$ cat src/rtl/dag_longest_path_core_macros.svh
// Assertion helpers for the longest-path core.
`ifndef DAG_LONGEST_PATH_CORE_MACROS_SVH
`define DAG_LONGEST_PATH_CORE_MACROS_SVH

// Same-cycle implication, sampled on aclk, off during reset.
`define DLP_ASSERT_NOW(label, ante, cons) \
    label: assert property (@(posedge aclk) disable iff (!aresetn) (ante) |-> (cons)) \
        else $error("dlp check failed");

// Next-cycle implication, sampled on aclk, off during reset.
`define DLP_ASSERT_NEXT(label, ante, cons) \
    label: assert property (@(posedge aclk) disable iff (!aresetn) (ante) |=> (cons)) \
        else $error("dlp check failed");

`endif

$ cat src/rtl/dlp_ram.sv
`timescale 1ns / 1ps
`default_nettype none
module dlp_ram #(
    parameter int WIDTH = 8,
    parameter int DEPTH = 64
) (
    input  wire logic                     aclk,
    input  wire logic                     we,
    input  wire logic [$clog2(DEPTH)-1:0] waddr,
    input  wire logic [WIDTH-1:0]         wdata,
    input  wire logic                     re,
    input  wire logic [$clog2(DEPTH)-1:0] raddr,
    output logic      [WIDTH-1:0]         rdata
);
    logic [WIDTH-1:0] mem [DEPTH];

    always_ff @(posedge aclk) begin
        if (we) begin
            mem[waddr] <= wdata;
        end
        if (re) begin
            rdata <= mem[raddr];
        end
    end
endmodule
`default_nettype wire

$ cat config.mk
export PLATFORM = sky130hd
export DESIGN_NAME = dlp_ram
export DESIGN_NICKNAME = d
export VERILOG_FILES = /design/src/rtl/dag_longest_path_core_macros.svh /design/src/rtl/dlp_ram.sv
export SDC_FILE = /design/constraint.sdc
export NUM_CORES = 1
export LEC_CHECK = 0
export BUFFER_PORTS_ARGS = -buffer_cell sky130_fd_sc_hd__buf_2
export CAP_MARGIN = 10
export CORE_MARGIN = 5
export CORE_UTILIZATION = 62
export CTS_CLUSTER_DIAMETER = 60
export DETAILED_ROUTE_END_ITERATION = 6
export MAX_ROUTING_LAYER = met4
export PLACE_DENSITY = 0.79
export SLEW_MARGIN = 20
export SYNTH_ARGS = -nofsm -noshare
export SYNTH_HDL_FRONTEND = slang
export SYNTH_SLANG_ARGS = --single-unit
$ cat constraint.sdc
create_clock -name aclk -period 2.5 [get_ports aclk]
set_input_delay 0.375 -clock aclk [delete_from_list [all_inputs] [get_ports aclk]]
set_output_delay 0.375 -clock aclk [all_outputs]
set_load 0.05 [all_outputs]
# == Word level (Yosys, flattened, before mapping) ==
# Memory sizes are Yosys's and may differ from the RTL's. A register that Yosys moved wholly into a read port is not among the register bits.
# Cells that the tools add are included.
# totals
ram_bits,512
out_inout_bits,8
latchBits,0
reg_bits,0
mem_count,1
mem_bits_ro,0
input_bits,23
# op_classes
shifts,0
div_mod_pow,0
bitwise,0
mul,0
n_reduce_logical,0
eq_ne,0
mux,2
n_addsub,0
magnitude_cmp,0
# mem_list
name,words,word_bits,rd,rd_clocked_by_memory_dff,wr,line_no,source
mem,64,8,1,1,1,dlp_ram.sv:15,logic [WIDTH-1:0] mem [DEPTH];
# ops
cell,count
1-bit 2-to-1 mux,2

# == Longest topological paths before layout ==
# depth
word_depth,2
mapped_depth,9

# == Worst setup path before layout ==
# Ideal clock, no wire load.
# synth_timing
kind,input port to flip-flop
startpoint,input port raddr[1]
endpoint,"register rdata[3], read port of mem (data pin)"
required_time_ps,2234
arrival_ps,1915
stages,7
setup_slack_ps,319
path_buffers,3
cell_sequence,buf_4 > buf_2 > buf_2 > mux4_2 > mux4_2 > o21ai_1 > o41ai_1
# synth_rtl
item,line_no,source
from (decl),dlp_ram.sv:12,"input wire logic [$clog2(DEPTH)-1:0] raddr,"
to (decl),dlp_ram.sv:13,output logic [WIDTH-1:0] rdata

==> impl_results.md <==
* DRC Markers at 0
* Final setup violation count at 0
* CTS tree: done
* Clock buffer count from CTS at between 40 and 50
* Required time worst endpoint at approximately 2.8 ns
* Worst hold path class: input pin to flip-flop
* IO buf count at 30
* Hold-fix buffer count after cts at 0
* DR vias/cell at 6.49
* # resized after CTS at 0
* Maximum VDD drop at roughly 0.65 mV
* Core Box Area at 0.0324 sq mm
* Layout cells sized above 1 at 0.323
* Period minus WS final at 2.27 ns
* Die area at 0.0364 sq mm
* Crit. End Element: flip-flop
* Fin cells at 1,585
* Synth top area cells: edfxtp_1 77%, mux4_2 14%, nor2_1 1.5%
* Starting Density at 0.625
* Synth unique cells at 39
* Clk pin slew, worst setup/hold paths at ~0.07 ns
* PD cells at about 760 mW/mm^2
* Fin. Hold Viols at 0
* Die Ht at between 150 and 200 um
* Post-Syn Area per Cell at approximately 22 sq um
* Crit path max fanout at 1
* Layout Area Growth over Synthesis at 15.3%
* Placed cell count at 1,497
* Drt total wl at 45,700 um
* Cell internal pwr at 14.2 mW
* FP Rows at 66
* Smallest hold slack at ~0.17 ns
* Root buffer cell: clkbuf_16
* Synth area leader: edfxtp_1
* Chip width at roughly 190 um
* Slew HR at 0.493
* Slew @ Worst Pin at about 0.74 ns
* Routability-driven placement congestion ratio at around 0.90
* Critical Path AT at around 2.6 ns
* Crit Path Class: flip-flop to flip-flop
* Syn Nets at 963
* Aggregate global-route resource usage at 0.268
* Synthesized cell area at between 0.02 and 0.025 sq mm
* Vias at 10,287
* CP Launch Type: flip-flop
* P_sw at about 3.6 mW
* Max-cap violations at 0
* Vias in the first global route at roughly 11,000
* Antenna violations before repair at 5
* Wire length per cell at between 20 and 30 um
* Top-area cell type share of the netlist area at 0.771
* Worst reg2reg path depth at 4
* Register area share after synthesis at 0.771
* Yosys reg bits at 520
* Clock share of power at 0.398
* Clock Path Buffers at 3
* RSZ-0062 raised after global routing: false
* Cells after Synth at 940
* Outcome: completed
* Fin crit share at 0.909
* Overall Power at approximately 18 mW
* Syn. warnings at 0
* Antenna Nets Post-Route at 0
* FMAX at 0.440 GHz
* Final design utilization at 0.721
* CTS H-Tree Depth at 2
* Hold path depth at 1
* First-pass iteration count of the detailed router at 5
* Io pins at 31
* Pin count of the biggest net entering global routing at 65
* NumNets Final at around 1,100
* Total gr overflow at 0
* Comb power frac at 0.057
* First-pass GRT wire length at about 69,000 um
* Max Slew Vio Count at 0
* Iteration-0 DRC count of the detailed router at between 1,000 and 1,500
* Final Skew at between 0.01 and 0.015 ns
* Worst-Skew Late Latency at 0.55 ns
* Post-CTS Setup Bufs at 0
* # clock sinks at 520
* Sequential share of power at 0.545
* Static Leak at roughly 7.6 nW
* Hpwl dp at about 29,000 um
* Sw Ratio at 0.204
==> stage by stage <==
step / setup WS [ns] / instance area, sq um / TNS, ns
after floorplan: 0.319 / 20200 / 0
after global placement: -0.0259 / 21800 / -0.0259
after detailed placement: -0.0704 / 21800 / -0.0985
after CTS: 0.224 / 23300 / 0
after global routing: 0.248 / 23300 / 0
final: 0.227 / 23300 / 0
==> worst paths after layout <==
kind	slack [ns]	start	end
max reg2reg	0.23	mem[1][3]$_DFFE_PP_	rdata[3]$_DFFE_PP_
min reg2reg	0.91	mem[22][0]$_DFFE_PP_	rdata[0]$_DFFE_PP_
max	0.23	mem[1][3]$_DFFE_PP_	rdata[3]$_DFFE_PP_
min	0.17	wdata[5]	mem[55][5]$_DFFE_PP_
==> cell families (layout without fill, tap and decap cells) <==
group	Yosys count	after routing	synth area share
muxes	162	162	0.159
AOI/OAI and AO/OA	54	54	0.0206
DFF	520	520	0.771
and+or+nand+nor	153	153	0.0337
other	0	5	0
buffers and inverters	51	249	0.0156
==> cells in the mapped netlist (all sizes together) <==
library cell	instances
mux4	126
a2111oi	2
nand2	19
a21oi	3
nand4b	1
and2	1
a22oi	3
o21a	2
o2111ai	3
a211oi	4
mux2i	23
o41ai	2
buf	34
o22ai	8
nor2b	14
nand2b	7
o21ai	4
a221oi	6
or3	1
o221a	2
clkbuf	17
nand4	2
mux2	13
nor3	7
nand3	13
edfxtp	520
o2bb2ai	3
o311ai	1
a31oi	1
nor4	2
o32ai	2
o221ai	8
nand3b	3
nor2	83
==> cell type report <==
type                    count  area (sq um)
flip-flops and latches    520         15600
diodes                      5          12.5
clock inverters            21           221
multi-input cells         369          4320
fillers                  1812          9030
repair buffers            166          1350
clock buffers              62          1270
well taps                 442           553
==> flip-flops by register name, summed over array words and instances, names as in the netlist <==
signal / count
mem: 512
rdata: 8
==> metal layers <==
metal / vias to the layer above / share of wire / wire length (um) / track usage
li1: 4269 / - / - / -
met1: 5288 / 0.38 / 17600 / 0.377
met2: 638 / 0.48 / 22100 / 0.407
met3: 92 / 0.098 / 4460 / 0.0533
met4: 0 / 0.033 / 1510 / 0.0887
met5: - / 0 / 0 / -
==> power by group through the flow <==
stage / Clock, mW / Sequential, mW / Combinational [mW]
detailed placement: 0 / 9.88 / 0.996
CTS: 7.15 / 9.70 / 1.01
global route: 7.53 / 9.69 / 1.07
global placement: 0 / 9.88 / 0.966
finish: 7.09 / 9.70 / 1.01
floorplan: 0 / 9.91 / 0.515
==> placed cells by master (no fill, tap or decap), types with 9 or more instances in the layout <==
cell and instances:
nor2_1 83, mux2i_1 23, clkbuf_1 13, mux2_2 13, mux4_2 126, nand3_1 13
edfxtp_1 520, nand2_1 19, clkinv_1 9, clkbuf_16 49, nor2b_1 14, buf_2 25
buf_12 13, buf_4 127
==> worst max-delay path, cell delays in order (launching register included) <==
cell and delay, ns:
edfxtp_1 0.45, mux4_2 0.53, nor2b_1 0.16, a2111oi_0 0.68, o41ai_1 0.17
Note: power is estimated with default switching activity, not from simulation.
